===== src/rtl/ssec_pkg.sv =====
// Types, codes and helper functions for the stereo sonar echo capture block.
package ssec_pkg;

    localparam int TIME_W  = 16;
    localparam int COUNT_W = 4;
    localparam int CH_W    = 2;
    localparam int ACT_W   = 3;
    localparam int OP_W    = 3;
    localparam int CFG_W   = 3;
    localparam int DIR_W   = 17;

    localparam logic [OP_W-1:0] OP_RIGHT_EDGE = 3'd0;
    localparam logic [OP_W-1:0] OP_LEFT_EDGE  = 3'd1;
    localparam logic [OP_W-1:0] OP_WIN_END    = 3'd2;
    localparam logic [OP_W-1:0] OP_START      = 3'd3;
    localparam logic [OP_W-1:0] OP_READ       = 3'd4;
    localparam logic [OP_W-1:0] OP_SPARE_LO   = 3'd5;
    localparam logic [OP_W-1:0] OP_SPARE_HI   = 3'd7;

    localparam logic [CFG_W-1:0] REG_BLANK_TIME    = 3'd0;
    localparam logic [CFG_W-1:0] REG_BURST_WINDOW  = 3'd1;
    localparam logic [CFG_W-1:0] REG_PULSES_NEEDED = 3'd2;
    localparam logic [CFG_W-1:0] REG_DIFF_LIMIT    = 3'd3;
    localparam logic [CFG_W-1:0] REG_FREE_RUNNING  = 3'd4;

    localparam logic [TIME_W-1:0]  RST_BLANK_TIME    = 16'd1000;
    localparam logic [TIME_W-1:0]  RST_BURST_WINDOW  = 16'd30;
    localparam logic [COUNT_W-1:0] RST_PULSES_NEEDED = 4'd3;
    localparam logic [TIME_W-1:0]  RST_DIFF_LIMIT    = 16'd100;

    localparam logic KIND_MEASURE = 1'b0;
    localparam logic KIND_READ    = 1'b1;

    typedef struct packed {
        logic [TIME_W-1:0]  start;
        logic [COUNT_W-1:0] count;
    } t_side;

    typedef struct packed {
        logic [TIME_W-1:0]       fused;
        logic signed [DIR_W-1:0] dir;
    } t_fusion;

    function automatic t_side side_edge(
        input t_side              side,
        input logic [TIME_W-1:0]  t,
        input logic               measuring,
        input logic [TIME_W-1:0]  blank_time,
        input logic [TIME_W-1:0]  burst_window,
        input logic [COUNT_W-1:0] pulses_needed
    );
        t_side                   nxt;
        logic signed [TIME_W:0]  diff;
        nxt  = side;
        diff = $signed({1'b0, t}) - $signed({1'b0, side.start});
        if (measuring && (t >= blank_time) && (side.count < pulses_needed)) begin
            if (diff < $signed({1'b0, burst_window})) begin
                nxt.count = side.count + 4'd1;
            end else begin
                nxt.start = t;
                nxt.count = 4'd1;
            end
            if (nxt.count >= pulses_needed) begin
                nxt.start = t;
            end
        end
        return nxt;
    endfunction

    function automatic t_fusion fuse(
        input logic [TIME_W-1:0] r,
        input logic [TIME_W-1:0] l,
        input logic [TIME_W-1:0] limit
    );
        t_fusion                 res;
        logic signed [DIR_W-1:0] dt;
        logic [TIME_W-1:0]       mag;
        logic [TIME_W:0]         sum;
        dt  = $signed({1'b0, r}) - $signed({1'b0, l});
        mag = dt[DIR_W-1] ? TIME_W'(-dt) : dt[TIME_W-1:0];
        sum = {1'b0, r} + {1'b0, l};
        if (mag < limit) begin
            res.fused = sum[TIME_W:1];
            res.dir   = dt;
        end else begin
            res.fused = (l < r) ? l : r;
            res.dir   = '0;
        end
        return res;
    endfunction

endpackage


===== src/rtl/stereo_sonar_echo_capture.sv =====
// Top level of the stereo sonar echo capture block.
//
// Input channel (i_in_valid / o_in_ready) carries one event word: a right or
// left comparator edge with its timer count, a window end, a channel start
// or a channel read. Output channel (o_out_valid / i_out_ready) carries one
// result word for each window end taken while measuring and for each read.
// Configuration is written through i_cfg_we / i_cfg_idx / i_cfg_wdata; the
// user writes it only while the block is idle, which the block does not enforce.
// Each event is handled in the cycle it is accepted; its result word sits in
// the output register from the next cycle, and one event is taken every
// cycle while the receiver keeps up.
// When the output register is full and the receiver stalls, o_in_ready falls
// until the word is taken; a word taken frees the register in the same cycle.
// Reset clears the channel state, the stored ranges and the output valid
// flag, but not the result fields, and loads the configuration defaults.
module stereo_sonar_echo_capture #(
    parameter int NUM_CHANNELS = 4
) (
    input  logic                                  i_clk,
    input  logic                                  i_rst_n,
    input  logic                                  i_cfg_we,
    input  logic [ssec_pkg::CFG_W-1:0]            i_cfg_idx,
    input  logic [ssec_pkg::TIME_W-1:0]           i_cfg_wdata,
    input  logic                                  i_in_valid,
    output logic                                  o_in_ready,
    input  logic [ssec_pkg::OP_W-1:0]             i_opcode,
    input  logic [ssec_pkg::TIME_W-1:0]           i_edge_time,
    input  logic [ssec_pkg::CH_W-1:0]             i_channel,
    output logic                                  o_out_valid,
    input  logic                                  i_out_ready,
    output logic                                  o_kind,
    output logic [ssec_pkg::CH_W-1:0]             o_result_channel,
    output logic [ssec_pkg::TIME_W-1:0]           o_right_range,
    output logic [ssec_pkg::TIME_W-1:0]           o_left_range,
    output logic [ssec_pkg::TIME_W-1:0]           o_fused_range,
    output logic signed [ssec_pkg::DIR_W-1:0]     o_direction
);

    localparam int STORE_DEPTH = (NUM_CHANNELS < 4) ? NUM_CHANNELS : 4;
    localparam logic [ssec_pkg::ACT_W-1:0] LAST_CH = ssec_pkg::ACT_W'(NUM_CHANNELS - 1);
    localparam logic [ssec_pkg::ACT_W:0]   NUM_CH  = (ssec_pkg::ACT_W + 1)'(NUM_CHANNELS);

    logic [ssec_pkg::TIME_W-1:0]  r_blank_time;
    logic [ssec_pkg::TIME_W-1:0]  r_burst_window;
    logic [ssec_pkg::COUNT_W-1:0] r_pulses_needed;
    logic [ssec_pkg::TIME_W-1:0]  r_diff_limit;
    logic                         r_free_running;

    logic [ssec_pkg::ACT_W-1:0]   r_active, n_active;
    logic                         r_measuring, n_measuring;
    ssec_pkg::t_side              r_right, n_right;
    ssec_pkg::t_side              r_left, n_left;
    logic [2*ssec_pkg::TIME_W-1:0] r_store [STORE_DEPTH];

    logic                          r_out_valid;
    logic                          r_kind, n_kind;
    logic [ssec_pkg::CH_W-1:0]     r_res_ch, n_res_ch;
    logic [ssec_pkg::TIME_W-1:0]   r_right_rng, n_right_rng;
    logic [ssec_pkg::TIME_W-1:0]   r_left_rng, n_left_rng;
    logic [ssec_pkg::TIME_W-1:0]   r_fused, n_fused;
    logic signed [ssec_pkg::DIR_W-1:0] r_dir, n_dir;

    logic                          accept;
    logic                          n_emit;
    logic                          store_we;
    logic [2*ssec_pkg::TIME_W-1:0] store_rd;
    logic                          read_ok;
    logic [ssec_pkg::TIME_W-1:0]   win_r, win_l, sel_r, sel_l;
    ssec_pkg::t_fusion             fz;

    assign o_in_ready = !r_out_valid || i_out_ready;
    assign accept     = i_in_valid && o_in_ready;
    assign read_ok    = {1'b0, i_channel} < NUM_CH[ssec_pkg::ACT_W-1:0]
                        || NUM_CHANNELS > 4;

    always_comb begin
        store_rd = '0;
        for (int i = 0; i < STORE_DEPTH; i++) begin
            if (i_channel == ssec_pkg::CH_W'(i)) begin
                store_rd = r_store[i];
            end
        end
    end

    assign win_r = (r_right.count >= r_pulses_needed) ? r_right.start : '0;
    assign win_l = (r_left.count >= r_pulses_needed) ? r_left.start : '0;

    always_comb begin
        if (i_opcode == ssec_pkg::OP_READ) begin
            sel_r = read_ok ? store_rd[ssec_pkg::TIME_W-1:0] : '0;
            sel_l = read_ok ? store_rd[2*ssec_pkg::TIME_W-1:ssec_pkg::TIME_W] : '0;
        end else begin
            sel_r = win_r;
            sel_l = win_l;
        end
    end

    assign fz = ssec_pkg::fuse(sel_r, sel_l, r_diff_limit);

    always_comb begin
        n_active    = r_active;
        n_measuring = r_measuring;
        n_right     = r_right;
        n_left      = r_left;
        n_emit      = 1'b0;
        store_we    = 1'b0;
        n_kind      = ssec_pkg::KIND_MEASURE;
        n_res_ch    = r_active[ssec_pkg::CH_W-1:0];
        case (i_opcode)
            ssec_pkg::OP_RIGHT_EDGE: begin
                n_right = ssec_pkg::side_edge(r_right, i_edge_time, r_measuring,
                                              r_blank_time, r_burst_window,
                                              r_pulses_needed);
            end
            ssec_pkg::OP_LEFT_EDGE: begin
                n_left = ssec_pkg::side_edge(r_left, i_edge_time, r_measuring,
                                             r_blank_time, r_burst_window,
                                             r_pulses_needed);
            end
            ssec_pkg::OP_WIN_END: begin
                if (r_measuring) begin
                    n_emit   = 1'b1;
                    store_we = 1'b1;
                    if (r_free_running) begin
                        n_active = (r_active >= LAST_CH) ? '0 : r_active + 1'b1;
                        n_right  = '0;
                        n_left   = '0;
                    end else begin
                        n_measuring = 1'b0;
                    end
                end
            end
            ssec_pkg::OP_START: begin
                if ({1'b0, i_channel} < NUM_CH[ssec_pkg::ACT_W-1:0] || NUM_CHANNELS > 4) begin
                    n_active    = ssec_pkg::ACT_W'(i_channel);
                    n_measuring = 1'b1;
                    n_right     = '0;
                    n_left      = '0;
                end
            end
            ssec_pkg::OP_READ: begin
                n_emit   = 1'b1;
                n_kind   = ssec_pkg::KIND_READ;
                n_res_ch = i_channel;
            end
            default: begin
            end
        endcase
        n_right_rng = sel_r;
        n_left_rng  = sel_l;
        n_fused     = fz.fused;
        n_dir       = fz.dir;
    end

    always_ff @(posedge i_clk) begin
        if (!i_rst_n) begin
            r_blank_time    <= ssec_pkg::RST_BLANK_TIME;
            r_burst_window  <= ssec_pkg::RST_BURST_WINDOW;
            r_pulses_needed <= ssec_pkg::RST_PULSES_NEEDED;
            r_diff_limit    <= ssec_pkg::RST_DIFF_LIMIT;
            r_free_running  <= 1'b0;
        end else if (i_cfg_we) begin
            case (i_cfg_idx)
                ssec_pkg::REG_BLANK_TIME:    r_blank_time    <= i_cfg_wdata;
                ssec_pkg::REG_BURST_WINDOW:  r_burst_window  <= i_cfg_wdata;
                ssec_pkg::REG_PULSES_NEEDED:
                    r_pulses_needed <= i_cfg_wdata[ssec_pkg::COUNT_W-1:0];
                ssec_pkg::REG_DIFF_LIMIT:    r_diff_limit    <= i_cfg_wdata;
                ssec_pkg::REG_FREE_RUNNING:  r_free_running  <= i_cfg_wdata[0];
                default: begin
                end
            endcase
        end
    end

    always_ff @(posedge i_clk) begin
        if (!i_rst_n) begin
            r_active    <= '0;
            r_measuring <= 1'b0;
            r_right     <= '0;
            r_left      <= '0;
            for (int i = 0; i < STORE_DEPTH; i++) begin
                r_store[i] <= '0;
            end
        end else if (accept) begin
            r_active    <= n_active;
            r_measuring <= n_measuring;
            r_right     <= n_right;
            r_left      <= n_left;
            for (int i = 0; i < STORE_DEPTH; i++) begin
                if (store_we && r_active == ssec_pkg::ACT_W'(i)) begin
                    r_store[i] <= {win_l, win_r};
                end
            end
        end
    end

    always_ff @(posedge i_clk) begin
        if (!i_rst_n) begin
            r_out_valid <= 1'b0;
        end else if (accept) begin
            r_out_valid <= n_emit;
        end else if (i_out_ready) begin
            r_out_valid <= 1'b0;
        end
    end

    always_ff @(posedge i_clk) begin
        if (accept && n_emit) begin
            r_kind      <= n_kind;
            r_res_ch    <= n_res_ch;
            r_right_rng <= n_right_rng;
            r_left_rng  <= n_left_rng;
            r_fused     <= n_fused;
            r_dir       <= n_dir;
        end
    end

    assign o_out_valid      = r_out_valid;
    assign o_kind           = r_kind;
    assign o_result_channel = r_res_ch;
    assign o_right_range    = r_right_rng;
    assign o_left_range     = r_left_rng;
    assign o_fused_range    = r_fused;
    assign o_direction      = r_dir;

endmodule


===== config.mk =====
export PLATFORM = sky130hd
export DESIGN_NAME = stereo_sonar_echo_capture
export DESIGN_NICKNAME = d
export VERILOG_FILES = /design/src/rtl/ssec_pkg.sv /design/src/rtl/stereo_sonar_echo_capture.sv
export SDC_FILE = /design/constraint.sdc
export NUM_CORES = 1
export LEC_CHECK = 0
export BUFFER_PORTS_ARGS = -buffer_cell sky130_fd_sc_hd__buf_2
export CAP_MARGIN = 20
export CORE_UTILIZATION = 50
export CTS_CLUSTER_DIAMETER = 150
export DETAILED_ROUTE_END_ITERATION = 8
export GPL_TIMING_DRIVEN = 0
export PLACE_DENSITY = 0.8
export SLEW_MARGIN = 30
export SYNTH_ARGS = -nofsm -noshare
export SYNTH_HDL_FRONTEND = slang
export SYNTH_SLANG_ARGS = --single-unit

===== constraint.sdc =====
create_clock -name i_clk -period 18.1 [get_ports i_clk]
set_input_delay 2.715 -clock i_clk [delete_from_list [all_inputs] [get_ports i_clk]]
set_output_delay 2.715 -clock i_clk [all_outputs]
set_load 0.05 [all_outputs]

==> flow_summary.toml, run 1 <==
[layout]
utilization = 0.576
antenna_cells = 0
drive_gt1_frac = 0.131
area_growth_pct = 13.3
fin_nets = 2097
instances_no_fill = 2378

[synthesis]
synth_top_area_cell = "edfxtp_1"
avgSynthCellArea_um2 = 10.0
syn_nets = 1949
synth_seq_cells = 294
synth_most_common_cell = "nand2_1"
syn_area_um2 = 17600
synth_area_leaders = "edfxtp_1, dfxtp_1, ha_1"
synthCells = 1751
synth.distinct_cells = 81
async_reset_ff_frac = 0
yosys_most_used_dff = "edfxtp_1"
synth_top_cell_area_share = 0.335
synth_edf_count = 196
ys_warn_count = 0
synth_seq_area_share = 0.447
synth_commonest_cells = "nand2_1, edfxtp_1, ha_1"

[setup_path]
cp.arrival_ns = 10.27
crit_type = "in -> reg"
path_common_cell = "clkbuf_1"
worst_path_largest_cell_delay_ns = 0.99
cp-end-kind = "register"
cp_max_fo = 10
critical-path-slowest-cell = "o31ai_1"
crit_required_ns = 18.40
r2r_slack_ns = 9.83
cp-start-kind = "input port"

[clock_tree]
cts.path.max_buffers = 3
cts_buffers = 30
clock-sinks = 294
cts_tree = "yes"
cts-root-buf = "clkbuf_16"
cts_resized = 0
cts_max_level = 1
cts_hold_buf = 0
cts_setup_buffers = 0
path_clk_slew_ns = 0.06
clkLatencyLatePin_ns = 0.58

[sta]
setup_viol = 0
tightest_slew_ns = 1.13
fin_skew_ns = 0.0202
final_hold_viol_count = 0
rsz0062_at_grt = "no"
min_period_ns = 9.97
period_share = 0.551
slew_violations = 0
fin_setup_tns_ns = 0
slew-limit-headroom = 0.241
max_freq_mhz = 100

[detailed_routing]
drt_iter0_markers = 1212
drt_wl_total_um = 49900
avgViaCountPerCell = 6.07
drc = 0
firstDrtPassIters = 5
routedWlPerCell_um = 21.0
vias = 14400
ant_nets = 0

[placement]
gp_congestion = 0.971
port_buffers = 110
detailedPlacementHpwl_um = 38400
dp_cells = 2322

[run_status]
status = "completed"

[global_routing]
antenna_found_initial = 0
grt_pass1_wl_um = 77300
grt_pass1_vias = 14200
grtUsageTotal = 0.277
grt_max_degree = 33
grt_overflow = 0

[power_and_ir_drop]
p_int_mw = 1.29
p_clk_frac = 0.365
static-leakage-power_nw = 7.58
peakVddDrop_uv = 86.8
seqPwrFrac = 0.408
p_per_area_nw_per_um2 = 92.5
power_switching_mw = 0.549
switching_share = 0.298
pwr-share-comb = 0.226
power_mw = 1.84

[floorplan]
die_area_um2 = 35900
die_w_um = 189
rows = 68
die_height_um = 189
start_util = 0.509
core-area_um2 = 34500
ioPinCount = 115

[worst_hold_path]
hold_class = "reg -> reg"

[flow_run]
cap_violations = 0
layout make-up:
type                       instances  area (um^2)
clock inverter                    22          285
inverter                         130          488
timing repair buffer             116          616
sequential                       294         7850
clock buffer                      34          787
multi-input combinational       1234         8930
tap                              455          569
buffer                            93          374
fill                            2884        14600
per-stage QoR:
stage | setup WS, ns | hold WS (ns) | area [um^2]
after floorplan | 9.01 | 0.434 | 17600
after global placement | 7.49 | 0.442 | 18700
after detailed placement | 7.76 | 0.449 | 18800
after CTS | 8.33 | 0.458 | 19900
after global routing | 7.73 | 0.477 | 19900
final | 8.13 | 0.455 | 19900
per-layer routing:
| metal | wire length, um | vias up | part of all wire | global-route usage |
|---|---|---|---|---|
| li1 | - | 6681 | - | - |
| met3 | 4240 | 135 | 0.085 | 0.0395 |
| met5 | 0 | - | 0 | 0 |
| met1 | 19200 | 6893 | 0.39 | 0.344 |
| met2 | 24000 | 714 | 0.48 | 0.478 |
| met4 | 2430 | 0 | 0.049 | 0.123 |
state kept, by name, summed over array words and instances (netlist names), 4 cells and up:
signal,flops
o_direction,17
o_fused_range,16
o_left_range,16
o_right_range,16
r_blank_time,16
r_burst_window,16
r_diff_limit,16
r_left,20
r_pulses_needed,4
r_right,20
r_store,128
cell usage in the layout, fill, tap and decap left out, types with 34 or more instances in the layout:
cell type and instances:
edfxtp_1 196, buf_2 118, xnor2_1 47, mux2i_1 38, clkbuf_1 71, inv_1 127, nor3_1 100, a21oi_1 112
nor2_1 74, ha_1 149, nand2_1 225, dfxtp_1 98, o21ai_0 43, nor4_1 34
cell families after synthesis:
family	Yosys count	share of synthesized area
simple gates	588	0.160
compound gates	365	0.141
flops	294	0.447
buf+inv	223	0.0490
fa+ha+maj	153	0.111
mux	70	0.0627
xor+xnor	58	0.0300
critical path, delay by kind of cell:
kind	cells	cell delay [ns]
AO/OA/AOI/OAI	12	3.37
buffers and inverters	9	2.98
adder cells (fa/ha/maj)	2	0.65
AND/OR/NAND/NOR	3	0.52
power groups by stage:
| stage | Combinational (mW) | Clock (mW) | Sequential [mW] |
|---|---|---|---|
| 3_3_place_gp | 0.392 | 0 | 0.766 |
| 2_1_floorplan | 0.278 | 0 | 0.780 |
| 4_1_cts | 0.410 | 0.675 | 0.752 |
| 3_5_place_dp | 0.406 | 0 | 0.766 |
| 5_1_grt | 0.457 | 0.697 | 0.753 |
| 6_report | 0.417 | 0.673 | 0.751 |
worst paths after layout:
| check | to | startpoint | cells past startpoint |
|---|---|---|---|
| worst max register to register | o_fused_range[12] | r_pulses_needed[1] | 30 |
| worst min-delay path | r_left[13] | r_left[13] | 2 |
| worst max-delay path | o_fused_range[12] | i_opcode[0] | 26 |
| worst min register to register | r_left[13] | r_left[13] | 2 |
Note: power is estimated with default switching activity, not from simulation.
==> run 2: changes to the inputs <==
--- a/config.mk
+++ b/config.mk
@@ -11,7 +11,7 @@
 export CTS_CLUSTER_DIAMETER = 150
 export DETAILED_ROUTE_END_ITERATION = 8
 export GPL_TIMING_DRIVEN = 0
-export PLACE_DENSITY = 0.8
+export PLACE_DENSITY = 0.82
 export SLEW_MARGIN = 30
 export SYNTH_ARGS = -nofsm -noshare
 export SYNTH_HDL_FRONTEND = slang
==> constraint.sdc (replaced) <==
create_clock -name i_clk -period 9 [get_ports i_clk]
set_input_delay 1.35 -clock i_clk [delete_from_list [all_inputs] [get_ports i_clk]]
set_output_delay 1.35 -clock i_clk [all_outputs]
set_load 0.05 [all_outputs]
==> flow_summary.toml, run 2 (synthesis results as in run 1) <==
[layout]
top_register = "r_store"
final_common_cell = "nand2_1"
top_regs = "r_store x128, r_left x20, r_right x20"
drive_gt1_frac = 0.129
layout_common_cells = "nand2_1, edfxtp_1, ha_1"
fillers = 2886
multiInputGateArea_um2 = 8950
antenna_cells = 0
largest_reg_flops = 128
area_growth_pct = 13.0
utilization = 0.575
fin_nets = 2096
ff_latch_area_um2 = 7850

[sta]
final_hold_viol_count = 0
setup_viol = 0
tightest_slew_ns = 1.09
fin_setup_tns_ns = 0
rsz0062_at_grt = "no"
min_period_ns = 8.43
slew_violations = 0
period_share = 0.937
setup_slack_ns = 0.570
max_freq_mhz = 119
fin_skew_ns = 0.0114
slew-limit-headroom = 0.264

[power_and_ir_drop]
switching_share = 0.299
power_switching_mw = 1.09
p_int_mw = 2.55
p_per_area_nw_per_um2 = 183
pwr-share-comb = 0.234
seqPwrFrac = 0.416
static-leakage-power_nw = 7.56
p_clk_frac = 0.350
peakVddDrop_uv = 169

[detailed_routing]
ant_nets = 0
drt_wl_total_um = 49600
drc = 0
vias = 14500
drt_iter0_markers = 1516
routedWlPerCell_um = 20.9
firstDrtPassIters = 7
avgViaCountPerCell = 6.11

[setup_path]
worst_path_largest_cell_delay_ns = 0.61
critical-path-slowest-cell = "buf_1"
cp_max_fo = 10
cp-end-kind = "register"
cp-start-kind = "input port"
path_common_cell = "clkbuf_1"
r2r_cells = 28
crit_required_ns = 9.31
crit_type = "in -> reg"
cp.arrival_ns = 8.74

[worst_hold_path]
holdPathStages = 2
hold_class = "reg -> reg"

[clock_tree]
path_clk_slew_ns = 0.06
cts_max_level = 1
cts_setup_buffers = 0
clock-sinks = 294
cts-root-buf = "clkbuf_16"
clkLatencyLatePin_ns = 0.56
cts.path.max_buffers = 3
cts_buffers = 29
cts_tree = "yes"

[placement]
port_buffers = 110
pre_cts_ws_ns = 0.0628
gp_congestion = 0.973
detailedPlacementHpwl_um = 38500

[global_routing]
antenna_found_initial = 0
grt_max_degree = 33
grtUsageTotal = 0.276
grt_pass1_vias = 14200
grt_pass1_wl_um = 77100
grt_overflow = 0

[floorplan]
die_height_um = 189
rows = 68
core-area_um2 = 34500
die_w_um = 189
start_util = 0.509
ioPinCount = 115
die_area_um2 = 35900

[flow_run]
cap_violations = 0

[run_status]
status = "completed"
run 2: final timing paths:
path / start / endpoint / slack [ns]
worst max-delay path: i_opcode[1] / o_fused_range[2] / 0.57
worst min-delay path: r_left[8] / r_left[8] / 0.46
worst max register to register: r_pulses_needed[1] / o_fused_range[2] / 0.72
worst min register to register: r_left[8] / r_left[8] / 0.46
run 2: area by class of cell:
cell class                 count  share of cell area
buffer                        93              0.0188
sequential                   294               0.395
inverter                     130              0.0246
tap                          455              0.0287
multi-input combinational   1234               0.451
timing repair buffer         116              0.0321
clock buffer                  41              0.0435
clock inverter                12             0.00668
run 2: power groups by stage:
stage,logic [mW],clock network (mW),registers [mW]
after floorplan,0.560,0,1.57
after global placement,0.795,0,1.54
after detailed placement,0.828,0,1.54
after CTS,0.834,1.27,1.51
after global routing,0.930,1.32,1.51
final,0.850,1.27,1.51
run 2: stage by stage:
stage	power, mW	hold slack [ns]	area, um^2	cells
finish	3.63	0.458	19900	2375
global route	3.77	0.473	19900	2375
detailed placement	2.37	0.449	18800	2322
floorplan	2.13	0.434	17600	1751
CTS	3.62	0.458	19800	2375
global placement	2.33	0.442	18700	2316
run 2: routing by layer:
| metal | part of all wire | up-vias | track usage |
|---|---|---|---|
| met3 | 0.087 | 175 | 0.0387 |
| li1 | - | 6678 | - |
| met2 | 0.48 | 772 | 0.466 |
| met5 | 0 | - | 0 |
| met4 | 0.054 | 0 | 0.141 |
| met1 | 0.38 | 6876 | 0.344 |
run 2: what timing repair did:
action | CTS | global route
hold buffers | 0 | 0
gates resized for setup | 0 | 1
endpoints found under the setup margin | 0 | 2
run 2: worst max-delay path: cells and delay by family:
family / cells / cell delay (ns)
adders and majority gates: 2 / 0.65
buffers and inverters: 9 / 2.78
xor gates and xnor gates: 1 / 0.15
and+or+nand+nor: 5 / 1.13
AOI/OAI and AO/OA: 8 / 2.65
